[config.mk]
export PLATFORM = sky130hd
export DESIGN_NAME = slice_rms_peak_statistics_top
export DESIGN_NICKNAME = d
export VERILOG_FILES = /design/src/rtl/srps_pkg.sv /design/src/rtl/srps_datapath.sv /design/src/rtl/srps_ctrl.sv /design/src/rtl/slice_rms_peak_statistics_top.sv
export SDC_FILE = /design/constraint.sdc
export NUM_CORES = 2
export LEC_CHECK = 0
export BUFFER_PORTS_ARGS = -buffer_cell sky130_fd_sc_hd__buf_2
export CAP_MARGIN = 10
export CORE_MARGIN = 10
export CORE_UTILIZATION = 40
export CTS_CLUSTER_DIAMETER = 120
export CTS_CLUSTER_SIZE = 28
export DETAILED_ROUTE_END_ITERATION = 10
export GPL_TIMING_DRIVEN = 0
export PLACE_DENSITY = 0.53
export REMOVE_ABC_BUFFERS = 1
export SYNTH_ARGS = -nofsm -noshare
export SYNTH_HDL_FRONTEND = slang
export SYNTH_HIERARCHICAL = 1
export SYNTH_SLANG_ARGS = --single-unit
export TNS_END_PERCENT = 100
[constraint.sdc]
create_clock -name clk -period 14.15 [get_ports clk]
set_input_delay 2.1225 -clock clk [delete_from_list [all_inputs] [get_ports clk]]
set_output_delay 2.1225 -clock clk [all_outputs]
set_load 0.005 [all_outputs]
[src/rtl/srps_pkg.sv]
// Shared constants and control types of the slice statistics block.
`timescale 1ns / 1ps
`default_nettype none
package srps_pkg;
	localparam int SAMPLE_W    = 16;
	localparam int SQ_W        = 2 * SAMPLE_W;
	localparam int SUM_W       = 43;
	localparam int CNT_W       = 13;
	localparam int MAX_SAMPLES = 4096;
	localparam int FRAC_BITS   = 16;
	localparam int NUM_W       = SQ_W + CNT_W;
	localparam int DVD_W       = NUM_W + 2 * FRAC_BITS;
	localparam int RAD_W       = 46;
	localparam int ROOT_W      = RAD_W / 2;
	localparam int SREM_W      = ROOT_W + 3;
	localparam int DIV_STEPS   = DVD_W;
	localparam int SQRT_STEPS  = ROOT_W;
	localparam int STEP_W      = 7;
	localparam int RMS_W       = 16;
	localparam int RSSQ_W      = 22;
	localparam int P2P_W       = 16;
	localparam int RATIO_W     = 23;

	localparam logic DIV_MEAN  = 1'b0;
	localparam logic DIV_RATIO = 1'b1;
	localparam logic SQ_QUO    = 1'b0;
	localparam logic SQ_SUM    = 1'b1;

	typedef struct packed {
		logic acc;
		logic clear;
		logic mul_pp;
		logic mul_num;
		logic div_load;
		logic div_sel;
		logic div_step;
		logic sq_load;
		logic sq_sel;
		logic sq_step;
		logic st_rms;
		logic st_rssq;
		logic st_ratio;
	} cmd_t;

	typedef struct packed {
		logic sum_zero;
	} stat_t;
endpackage
`default_nettype wire

[src/rtl/srps_datapath.sv]
// Datapath: slice accumulators, shared restoring divider and shared square-root unit.
`timescale 1ns / 1ps
`default_nettype none
module srps_datapath (
	input  wire                                 clk,
	input  wire                                 arst_n,
	input  srps_pkg::cmd_t                      cmd,
	input  wire  [srps_pkg::SAMPLE_W-1:0]       sample,
	output srps_pkg::stat_t                     stat,
	output logic [srps_pkg::RMS_W-1:0]          rms_value,
	output logic [srps_pkg::RSSQ_W-1:0]         rssq_value,
	output logic [srps_pkg::P2P_W-1:0]          peak_to_peak,
	output logic [srps_pkg::RATIO_W-1:0]        peak_to_rms,
	output logic                                rms_is_zero,
	output logic [srps_pkg::CNT_W-1:0]          sample_count,
	output logic                                too_long
);
	logic        [srps_pkg::SQ_W-1:0]     sq_s1;
	logic                                 sq_vld_s1;
	logic        [srps_pkg::SUM_W-1:0]    sum_q;
	logic        [srps_pkg::CNT_W-1:0]    cnt_q;
	logic signed [srps_pkg::SAMPLE_W-1:0] lo_q, hi_q;
	logic        [srps_pkg::SAMPLE_W-1:0] peak_q;
	logic                                 ovf_q;
	logic        [srps_pkg::SQ_W-1:0]     pp_q;
	logic        [srps_pkg::NUM_W-1:0]    num_q;
	logic        [srps_pkg::DVD_W-1:0]    dvd_q, quo_q;
	logic        [srps_pkg::SUM_W-1:0]    den_q;
	logic        [srps_pkg::SUM_W-1:0]    rem_q;
	logic        [srps_pkg::RAD_W-1:0]    rad_q;
	logic        [srps_pkg::SREM_W-1:0]   srem_q;
	logic        [srps_pkg::ROOT_W-1:0]   root_q;
	logic        [srps_pkg::RMS_W-1:0]    rms_q;
	logic        [srps_pkg::RSSQ_W-1:0]   rssq_q;
	logic        [srps_pkg::RATIO_W-1:0]  ratio_q;

	logic signed [srps_pkg::SAMPLE_W-1:0] s;
	logic        [srps_pkg::SAMPLE_W-1:0] mag;
	logic        [srps_pkg::SUM_W:0]      rem_sh, rem_sub;
	logic        [srps_pkg::SREM_W-1:0]   st, trial, st_sub;
	logic signed [srps_pkg::SAMPLE_W:0]   p2p_full;

	assign s   = signed'(sample);
	assign mag = s[srps_pkg::SAMPLE_W-1] ? (~sample + 1'b1) : sample;

	// Accumulation: the square is registered and added to the sum in the following cycle.
	always_ff @(posedge clk or negedge arst_n) begin
		if (!arst_n) begin
			sq_vld_s1 <= 1'b0;
			sq_s1     <= '0;
			sum_q     <= '0;
			cnt_q     <= '0;
			lo_q      <= '0;
			hi_q      <= '0;
			peak_q    <= '0;
			ovf_q     <= 1'b0;
		end else if (cmd.clear) begin
			sq_vld_s1 <= 1'b0;
			sum_q     <= '0;
			cnt_q     <= '0;
			lo_q      <= '0;
			hi_q      <= '0;
			peak_q    <= '0;
			ovf_q     <= 1'b0;
		end else begin
			sq_vld_s1 <= 1'b0;
			if (sq_vld_s1) begin
				sum_q <= sum_q + srps_pkg::SUM_W'(sq_s1);
			end
			if (cmd.acc) begin
				if (cnt_q < srps_pkg::CNT_W'(srps_pkg::MAX_SAMPLES)) begin
					sq_vld_s1 <= 1'b1;
					sq_s1     <= mag * mag;
					cnt_q     <= cnt_q + 1'b1;
					if (cnt_q == '0 || s < lo_q) lo_q <= s;
					if (cnt_q == '0 || s > hi_q) hi_q <= s;
					if (mag > peak_q) peak_q <= mag;
				end else begin
					ovf_q <= 1'b1;
				end
			end
		end
	end

	assign rem_sh  = {rem_q, dvd_q[srps_pkg::DVD_W-1]};
	assign rem_sub = rem_sh - {1'b0, den_q};

	assign st     = {srem_q[srps_pkg::SREM_W-3:0], rad_q[srps_pkg::RAD_W-1 -: 2]};
	assign trial  = {1'b0, root_q, 2'b01};
	assign st_sub = st - trial;

	always_ff @(posedge clk) begin
		if (cmd.mul_pp) begin
			pp_q <= peak_q * peak_q;
		end
		if (cmd.mul_num) begin
			num_q <= pp_q * cnt_q;
		end
		if (cmd.div_load) begin
			rem_q <= '0;
			quo_q <= '0;
			if (cmd.div_sel == srps_pkg::DIV_RATIO) begin
				dvd_q <= {num_q, {(2 * srps_pkg::FRAC_BITS){1'b0}}};
				den_q <= sum_q;
			end else begin
				dvd_q <= srps_pkg::DVD_W'(sum_q);
				den_q <= srps_pkg::SUM_W'(cnt_q);
			end
		end else if (cmd.div_step) begin
			dvd_q <= {dvd_q[srps_pkg::DVD_W-2:0], 1'b0};
			if (rem_sh >= {1'b0, den_q}) begin
				rem_q <= rem_sub[srps_pkg::SUM_W-1:0];
				quo_q <= {quo_q[srps_pkg::DVD_W-2:0], 1'b1};
			end else begin
				rem_q <= rem_sh[srps_pkg::SUM_W-1:0];
				quo_q <= {quo_q[srps_pkg::DVD_W-2:0], 1'b0};
			end
		end
		if (cmd.sq_load) begin
			srem_q <= '0;
			root_q <= '0;
			if (cmd.sq_sel == srps_pkg::SQ_SUM) begin
				rad_q <= srps_pkg::RAD_W'(sum_q);
			end else begin
				rad_q <= quo_q[srps_pkg::RAD_W-1:0];
			end
		end else if (cmd.sq_step) begin
			rad_q <= {rad_q[srps_pkg::RAD_W-3:0], 2'b00};
			if (st >= trial) begin
				srem_q <= st_sub;
				root_q <= {root_q[srps_pkg::ROOT_W-2:0], 1'b1};
			end else begin
				srem_q <= st;
				root_q <= {root_q[srps_pkg::ROOT_W-2:0], 1'b0};
			end
		end
		if (cmd.st_rms) begin
			rms_q <= root_q[srps_pkg::RMS_W-1:0];
		end
		if (cmd.st_rssq) begin
			rssq_q <= root_q[srps_pkg::RSSQ_W-1:0];
		end
		if (cmd.st_ratio) begin
			ratio_q <= (sum_q == '0) ? '0 : root_q[srps_pkg::RATIO_W-1:0];
		end
	end

	assign p2p_full      = {hi_q[srps_pkg::SAMPLE_W-1], hi_q} - {lo_q[srps_pkg::SAMPLE_W-1], lo_q};
	assign stat.sum_zero = (sum_q == '0);
	assign rms_value     = rms_q;
	assign rssq_value    = rssq_q;
	assign peak_to_peak  = p2p_full[srps_pkg::P2P_W-1:0];
	assign peak_to_rms   = ratio_q;
	assign rms_is_zero   = (sum_q == '0);
	assign sample_count  = cnt_q;
	assign too_long      = ovf_q;
endmodule
`default_nettype wire

[src/rtl/srps_ctrl.sv]
// Controller: sequences accumulation, division, square roots and result hand-off.
`timescale 1ns / 1ps
`default_nettype none
module srps_ctrl (
	input  wire             clk,
	input  wire             arst_n,
	input  wire             in_valid,
	input  wire             in_last,
	input  wire             out_ready,
	input  srps_pkg::stat_t stat,
	output logic            in_ready,
	output logic            out_valid,
	output srps_pkg::cmd_t  cmd
);
	localparam logic [3:0] ST_ACC   = 4'd0;
	localparam logic [3:0] ST_FLUSH = 4'd1;
	localparam logic [3:0] ST_MUL   = 4'd2;
	localparam logic [3:0] ST_MUL2  = 4'd3;
	localparam logic [3:0] ST_DIV1  = 4'd4;
	localparam logic [3:0] ST_SQ1L  = 4'd5;
	localparam logic [3:0] ST_SQ1   = 4'd6;
	localparam logic [3:0] ST_SQ2L  = 4'd7;
	localparam logic [3:0] ST_SQ2   = 4'd8;
	localparam logic [3:0] ST_DIV2L = 4'd9;
	localparam logic [3:0] ST_DIV2  = 4'd10;
	localparam logic [3:0] ST_SQ3L  = 4'd11;
	localparam logic [3:0] ST_SQ3   = 4'd12;
	localparam logic [3:0] ST_FIN   = 4'd13;
	localparam logic [3:0] ST_OUT   = 4'd14;

	logic [3:0]                    state_q, state_d;
	logic [srps_pkg::STEP_W-1:0]   step_q;
	logic                          div_end, sq_end, in_fire;

	assign in_ready  = (state_q == ST_ACC);
	assign out_valid = (state_q == ST_OUT);
	assign in_fire   = in_valid && in_ready;
	assign div_end   = (step_q == srps_pkg::STEP_W'(srps_pkg::DIV_STEPS - 1));
	assign sq_end    = (step_q == srps_pkg::STEP_W'(srps_pkg::SQRT_STEPS - 1));

	always_comb begin
		state_d = state_q;
		cmd     = '0;
		case (state_q)
			ST_ACC: begin
				cmd.acc = in_fire;
				if (in_fire && in_last) state_d = ST_FLUSH;
			end
			ST_FLUSH: state_d = ST_MUL;
			ST_MUL: begin
				cmd.mul_pp = 1'b1;
				state_d    = ST_MUL2;
			end
			ST_MUL2: begin
				cmd.mul_num  = 1'b1;
				cmd.div_load = 1'b1;
				cmd.div_sel  = srps_pkg::DIV_MEAN;
				state_d      = ST_DIV1;
			end
			ST_DIV1: begin
				cmd.div_step = 1'b1;
				if (div_end) state_d = ST_SQ1L;
			end
			ST_SQ1L: begin
				cmd.sq_load = 1'b1;
				cmd.sq_sel  = srps_pkg::SQ_QUO;
				state_d     = ST_SQ1;
			end
			ST_SQ1: begin
				cmd.sq_step = 1'b1;
				if (sq_end) state_d = ST_SQ2L;
			end
			ST_SQ2L: begin
				cmd.st_rms  = 1'b1;
				cmd.sq_load = 1'b1;
				cmd.sq_sel  = srps_pkg::SQ_SUM;
				state_d     = ST_SQ2;
			end
			ST_SQ2: begin
				cmd.sq_step = 1'b1;
				if (sq_end) state_d = ST_DIV2L;
			end
			ST_DIV2L: begin
				cmd.st_rssq  = 1'b1;
				cmd.div_load = 1'b1;
				cmd.div_sel  = srps_pkg::DIV_RATIO;
				// An all-zero slice has no ratio to compute.
				state_d      = stat.sum_zero ? ST_FIN : ST_DIV2;
			end
			ST_DIV2: begin
				cmd.div_step = 1'b1;
				if (div_end) state_d = ST_SQ3L;
			end
			ST_SQ3L: begin
				cmd.sq_load = 1'b1;
				cmd.sq_sel  = srps_pkg::SQ_QUO;
				state_d     = ST_SQ3;
			end
			ST_SQ3: begin
				cmd.sq_step = 1'b1;
				if (sq_end) state_d = ST_FIN;
			end
			ST_FIN: begin
				cmd.st_ratio = 1'b1;
				state_d      = ST_OUT;
			end
			ST_OUT: begin
				if (out_ready) begin
					cmd.clear = 1'b1;
					state_d   = ST_ACC;
				end
			end
			default: state_d = ST_ACC;
		endcase
	end

	always_ff @(posedge clk or negedge arst_n) begin
		if (!arst_n) begin
			state_q <= ST_ACC;
			step_q  <= '0;
		end else begin
			state_q <= state_d;
			if (state_d != state_q) begin
				step_q <= '0;
			end else if (cmd.div_step || cmd.sq_step) begin
				step_q <= step_q + 1'b1;
			end
		end
	end
endmodule
`default_nettype wire

[src/rtl/slice_rms_peak_statistics_top.sv]
// Slice RMS, RSSQ, peak-to-peak and crest factor: samples enter at one per cycle
// while accumulating. After the last item of a slice the shared divider and
// square-root unit run: mean division, two roots, ratio division, ratio root,
// then the result waits in place until taken (all-zero slices skip the last two).
// Input is held off from the last sample until the result is taken.
// Asynchronous active-low reset clears the accumulators and the controller.
`timescale 1ns / 1ps
`default_nettype none
module slice_rms_peak_statistics_top (
	input  wire         clk,
	input  wire         arst_n,
	input  wire         s_tvalid,
	output logic        s_tready,
	input  wire  [15:0] s_tdata,  // [15:0] sample
	input  wire         s_tlast,
	output logic        m_tvalid,
	input  wire         m_tready,
	// [15:0] rms_value, [37:16] rssq_value, [53:38] peak_to_peak,
	// [76:54] peak_to_rms, [89:77] sample_count, [95:90] zero
	output logic [95:0] m_tdata,
	output logic [1:0]  m_tuser   // [0] rms_is_zero, [1] too_long
);
	srps_pkg::cmd_t  cmd;
	srps_pkg::stat_t stat;

	logic [srps_pkg::RMS_W-1:0]   rms_value;
	logic [srps_pkg::RSSQ_W-1:0]  rssq_value;
	logic [srps_pkg::P2P_W-1:0]   peak_to_peak;
	logic [srps_pkg::RATIO_W-1:0] peak_to_rms;
	logic                         rms_is_zero;
	logic [srps_pkg::CNT_W-1:0]   sample_count;
	logic                         too_long;

	srps_ctrl u_ctrl (
		.clk       (clk),
		.arst_n    (arst_n),
		.in_valid  (s_tvalid),
		.in_last   (s_tlast),
		.out_ready (m_tready),
		.stat      (stat),
		.in_ready  (s_tready),
		.out_valid (m_tvalid),
		.cmd       (cmd)
	);

	srps_datapath u_dp (
		.clk          (clk),
		.arst_n       (arst_n),
		.cmd          (cmd),
		.sample       (s_tdata),
		.stat         (stat),
		.rms_value    (rms_value),
		.rssq_value   (rssq_value),
		.peak_to_peak (peak_to_peak),
		.peak_to_rms  (peak_to_rms),
		.rms_is_zero  (rms_is_zero),
		.sample_count (sample_count),
		.too_long     (too_long)
	);

	assign m_tdata = {6'd0, sample_count, peak_to_rms, peak_to_peak, rssq_value, rms_value};
	assign m_tuser = {too_long, rms_is_zero};
endmodule
`default_nettype wire

**Word level (Yosys, flattened, before mapping)**

Index checks and enable logic that the tools add are counted.

- Multipliers: 3
- Add/sub/neg operators: 7
- Order comparisons: 6
- Reductions and logical operators: 26
- Equality and inequality tests: 18
- Bitwise gates (word level): 2
- Muxes and demuxes: 58

Operators by type and width:

| cell | count |
|---|---|
| 2-to-1 mux 77 bit | 3 |
| 2-to-1 mux 16 bit | 13 |
| 2-to-1 mux 46 bit | 3 |
| 2-to-1 mux 43 bit | 3 |
| multiplier 16 x 16 -> 32 bit | 2 |
| case mux 4 bit (15 select lines) | 1 |
| 2-to-1 mux 13 bit | 4 |
| multiplier 32 x 13 -> 45 bit | 1 |
| >= comparator 44 x 43 -> 1 bit | 1 |
| adder 43 x 32 -> 43 bit | 1 |
| logical NOT 43 bit | 1 |
| subtractor 43 bit | 1 |
| > comparator 16 bit | 2 |
| equality test 4 bit (second input constant) | 7 |
| 2-to-1 mux 4 bit | 7 |
| >= comparator 26 x 25 -> 1 bit | 1 |
| 2-to-1 mux 24 bit | 1 |
| subtractor 24 bit | 1 |
| 2-to-1 mux 1 bit | 18 |
| nonzero test 2 bit | 9 |
| adder 16 x 1 -> 16 bit (second input constant) | 1 |
| equality test 4 x 3 -> 1 bit (second input constant) | 4 |
| less-than comparator 16 bit | 1 |
| inverter 16 bit | 1 |
| 22 further kinds | 33 |

- Register bits: 589

**Longest topological paths before layout**

- Depth in word-level cells: 8
- Mapped depth: 32
- Mapped depth without buffers: 29

**By module**

Netlist, hierarchy kept.

By module, submodules not included:

| module | seq. area each (µm²) | instances | area each (µm²) | cells an instance |
|---|---|---|---|---|
| srps_datapath | 15,249.6 | 1 | 56,724.4 | 5,964 |
| srps_ctrl | 275.3 | 1 | 864.6 | 99 |
| slice_rms_peak_statistics_top | 0.0 | 1 | 63.8 | 9 |

**Least setup slack after synthesis**

Ideal clock, no wire load.

- Path kind: input to register
- From: in s_tdata[0]
- To: reg u_dp/sq_s1[30] in the netlist's numbering
- Setup slack: 4.628 ns
- Cell stages on the path: 29
- Path buffers: 2
- Arrival time: 9.395 ns
- Cells stage by stage: clkbuf_1 -> clkinv_1 -> clkbuf_1 -> ha_1 -> nand2_1 -> o21ai_0 -> xor2_1 -> clkinv_1 -> nand2_1 -> inv_1 -> fa_1 -> inv_1 -> fa_1 -> inv_1 -> fa_1 -> fa_1 -> fa_1 -> inv_1 -> fa_1 -> inv_1 -> ha_1 -> and3_1 -> a21o_1 -> or3_1 -> o31ai_1 -> a211oi_1 -> nor4_1 -> nor3_1 -> nand3b_1

- Longest elaborated chain between the ends: 4

RTL lines:

| what | line | source |
|---|---|---|
| start: declaration | slice_rms_peak_statistics_top.sv:14 | `input wire [15:0] s_tdata,` |
| inverter 16 bit | srps_datapath.sv:44 | `assign mag = s[srps_pkg::SAMPLE_W-1] ? (~sample + 1'b1) : sample;` |
| adder 16 x 1 -> 16 bit | srps_datapath.sv:44 |  |
| 2-to-1 mux 16 bit * | srps_datapath.sv:44 |  |
| multiplier 16 x 16 -> 32 bit * | srps_datapath.sv:73 | `sq_s1 <= mag * mag;` |
| end signal: assignment | srps_datapath.sv:73 |  |
| end: declaration | srps_datapath.sv:18 | `logic [srps_pkg::SQ_W-1:0] sq_s1;` |

Mark *: on every way between the ends. The rest lies on a longest branch, timed or not.
A chain may end at the register's enable or synchronous reset.

**Worst setup path after layout**

Ends and elaborated chain as after synthesis.

==> impl_summary.txt <==
----------------------------------------------------
[Synthesis]
  Sequential cell area fraction in the yosys report ... 0.2693
  Area of the mapped netlist ... slightly below 60,000 um^2
  Unique cell type count in the Yosys netlist ... 101
  Synth warnings ... 6
  Post-synth EDFFs ... 303
  Async set-reset flop share out of synthesis ... 0.2521
  Predominant post-synthesis flop cell ... sky130_fd_sc_hd__edfxtp_1
  Average instance area after synthesis ... around 9.5 um^2
  FF+latch count, synth ... between 500 and 600
  Post-synthesis cell count ... between 6k and 7k

[Route]
  Vias after detailed routing ... 41.41k
  Initial drt markers ... 2,313
  Detailed-route wire length per cell ... 18.11 um
  Detailed Routing Iterations Pass 1 ... 5
  Final ANT Viol Nets ... 0
  Detailed-route DRC error count ... 0
  Routed WL ... approximately 140 mm
  Vias per cell ... 5.226

[Timing]
  RSZ-0062 raised after global routing ... false
  Max-slew violation count ... 0
  Min Tclk post-route ... approximately 11 ns
  Worst slew margin relative to its limit ... 0.1709
  Number of hold violations in the final report ... 0
  Portion of the clock cycle consumed by the worst path in the final layout ... 0.7846
  Achievable frequency ... ~90 MHz
  Number of endpoints failing setup at the final stage ... 0
  Worst clock skew on the final layout ... 0.03380 ns
  Transition time at the pin with the least slew margin ... about 1.2 ns

[CTS]
  CTS H-tree lvls ... 1
  Clock Tree Buf Depth ... 3
  Count of hold-fix buffers inserted at cts ... 0
  CTS root buf ... sky130_fd_sc_hd__clkbuf_16
  # resized after CTS ... 0
  TritonCTS clock tree ... yes
  Source-to-sink clock delay at the later pin of the worst-skew pair ... 0.68 ns
  Post-CTS Setup Inserts ... 0
  Clock input transition at the sequential cells of the worst setup and hold paths ... 0.11 ns
  Number of buffers created by CTS ... 28
  Number of sinks driven by the clock tree ... 587

[Flow run]
  Number of max-cap violations ... 0

[Finish]
  Post-route cell area ... 61,510 um^2
  Share of post-route cells with drive strength above 1 ... 0.05150
  Signed area change from the synthesized netlist to the final layout ... 6.697%
  Nets ... 7,127
  Fill cell instance count of the final layout ... 14.08k
  Final design utilization ... 0.4287

[Global route]
  Antenna violations before repair ... 3
  Global route total overflow ... 0
  Largest net degree at the start of global routing ... 95
  Vias in the first global route ... roughly 43k
  Overall Global Routing Usage ... 0.1802
  Wire length of the first global-routing pass ... approximately 240 mm

[Place]
  IO buf count ... 114
  Half-perimeter wire length after detailed placement ... 110.6 mm
  Standard cell area after detailed placement ... 60,550 um^2
  Final GP Congestion ... 0.8484

[Hold path]
  Hold Path Stages ... 2
  Worst min-delay path category ... reg -> reg

[Die]
  Starting density of the core ... 0.4018
  Core box area ... 143,500 um^2
  Die Height ... 399.6 um
  Count of standard-cell rows ... 139
  Die W ... 399.6 um
  Full die area ... 159,700 um^2
  I/O pin total ... between 100 and 150

[Setup path]
  Critical path class ... in -> reg
  Worst path arrival time ... roughly 12 ns
  Data required time at the worst endpoint ... 14.68 ns
  Logic depth of the worst register-to-register path ... 23
  Worst Path Max Fanout ... 21
  Endpoint type of the worst setup path ... register
  Worst Setup Start Kind ... input pin

[Outcome]
  Outcome ... completed

----------------------------------------------------
==> worst paths after layout <==
check | from | endpoint | slack [ns]
worst max register to register | u_dp/peak_q[2] | u_dp/pp_q[28] | 6.90
worst min register to register | u_dp/rem_q[42] | u_dp/rem_q[42] | 0.49
worst min-delay path | u_dp/rem_q[42] | u_dp/rem_q[42] | 0.49
worst max-delay path | s_tdata[0] | u_dp/sq_s1[30] | 3.05
max in group asynchronous | arst_n | u_dp/sample_count[5] | 11.91
min in group asynchronous | arst_n | u_dp/lo_q[1] | 1.37
==> worst max-delay path, cell delays in order <==
cell and delay, ns:
sky130_fd_sc_hd__buf_2 0.28, sky130_fd_sc_hd__clkinv_1 0.73, sky130_fd_sc_hd__ha_1 0.56, sky130_fd_sc_hd__nand2_1 0.13
sky130_fd_sc_hd__o21ai_0 0.11, sky130_fd_sc_hd__xor2_1 0.79, sky130_fd_sc_hd__clkinv_1 0.83, sky130_fd_sc_hd__nand2_1 0.34
sky130_fd_sc_hd__inv_1 0.09, sky130_fd_sc_hd__fa_1 0.52, sky130_fd_sc_hd__inv_1 0.06, sky130_fd_sc_hd__fa_1 0.53
sky130_fd_sc_hd__inv_1 0.05, sky130_fd_sc_hd__fa_1 0.42, sky130_fd_sc_hd__fa_1 0.50, sky130_fd_sc_hd__fa_1 0.54
sky130_fd_sc_hd__inv_1 0.05, sky130_fd_sc_hd__fa_1 0.47, sky130_fd_sc_hd__inv_1 0.04, sky130_fd_sc_hd__ha_1 0.32
sky130_fd_sc_hd__and3_1 0.23, sky130_fd_sc_hd__a21o_1 0.19, sky130_fd_sc_hd__or3_1 0.32, sky130_fd_sc_hd__o31ai_1 0.50
sky130_fd_sc_hd__a211oi_1 0.23, sky130_fd_sc_hd__nor4_1 0.38, sky130_fd_sc_hd__nor3_1 0.11, sky130_fd_sc_hd__nand3b_1 0.18
==> cell usage after synthesis (all sizes together), types with 56 or more instances <==
library cell / count / area share
nand2: 609 / 0.040
inv: 909 / 0.059
nor3: 65 / 0.0056
a22o: 69 / 0.010
o21ai: 169 / 0.015
dfxtp: 136 / 0.047
nand3: 66 / 0.0057
dfrtp: 148 / 0.064
xor2: 84 / 0.013
a211oi: 56 / 0.0075
edfxtp: 303 / 0.16
and2: 219 / 0.024
xnor2: 132 / 0.020
mux2i: 181 / 0.031
ha: 457 / 0.099
fa: 652 / 0.23
a21o: 102 / 0.013
a21oi: 294 / 0.026
nor2: 504 / 0.033
clkbuf: 248 / 0.016
==> sequential cells by signal, indices dropped and copies added, names as in the netlist, 22 cells and up <==
signal            cells
u_dp/dvd_q           77
u_dp/quo_q           46
u_dp/rad_q           46
u_dp/num_q           45
u_dp/den_q           43
u_dp/rem_q           43
u_dp/sum_q           43
u_dp/pp_q            31
u_dp/sq_s1           31
u_dp/srem_q          24
u_dp/peak_to_rms     23
u_dp/root_q          23
u_dp/rssq_value      22
==> per-stage QoR <==
stage | worst slack (ns) | setup TNS [ns] | cells | hold slack (ns)
2_1_floorplan | 2.585 | 0 | 5798 | 0.4483
5_1_grt | 2.487 | 0 | 7923 | 0.5301
6_report | 3.047 | 0 | 7924 | 0.4941
3_3_place_gp | -5.391 | -577.23 | 7815 | 0.4652
4_1_cts | 3.009 | 0 | 7920 | 0.4999
3_5_place_dp | 2.302 | 0 | 7868 | 0.4737
==> cells by family (layout without fill, tap and decap cells) <==
group	Yosys count	count (layout)	share of synthesized area
fa+ha+maj	1109	1109	0.3256
compound gates	975	975	0.1125
flops	587	587	0.2693
xor+xnor	216	216	0.03294
other cells	3	25	0.0001953
mux	201	201	0.03533
simple gates	1767	1767	0.1434
buf+inv	1214	1141	0.08078
==> layout by cell type, fill, tap and decap left out, drive strengths merged, types with 14 or more instances in the layout <==
cell | Yosys | final
a21oi | 294 | 294
a211oi | 56 | 56
nor2 | 504 | 504
o21bai | 35 | 35
nand3 | 66 | 66
dfxtp | 136 | 136
o21ai | 169 | 169
a31oi | 24 | 24
o31ai | 14 | 14
edfxtp | 303 | 303
ha | 457 | 457
xnor2 | 132 | 132
buf | 46 | 169
clkbuf | 248 | 40
nand3b | 24 | 24
xor2 | 84 | 84
nor3b | 14 | 14
and2 | 219 | 219
nor3 | 65 | 65
nand4 | 52 | 52
a21o | 102 | 102
nor2b | 41 | 41
mux2i | 181 | 181
nor4 | 20 | 20
or3 | 19 | 19
a311oi | 44 | 44
a22o | 69 | 69
conb | 3 | 23
o21a | 38 | 38
nand2b | 48 | 48
and3 | 37 | 37
dfrtp | 148 | 148
mux2 | 20 | 20
nand2 | 609 | 609
o211ai | 19 | 19
fa | 652 | 652
inv | 909 | 917
==> area by class of cell <==
type,instances,area (um^2),share of cell area
flip-flops and latches,587,15540,0.2527
clock inverters,12,182.7,0.002970
repair buffers,169,1528,0.02484
diodes,2,5.005,0.00008136
inverters,920,3453,0.05614
multi-input cells,4291,37670,0.6123
well taps,1903,2381,0.03871
clock buffers,40,755.7,0.01229
==> per-layer routing <==
layer / track usage / vias to the layer above / share of wire
met5: 0 / - / 0
met4: 0.03253 / 0 / 0.018
met3: 0.01287 / 115 / 0.032
met2: 0.3005 / 625 / 0.47
met1: 0.2583 / 20860 / 0.48
li1: - / 19810 / -
Power is not shown: default switching activity piles up to over one toggle a cycle in this logic, so the estimate is an artifact.
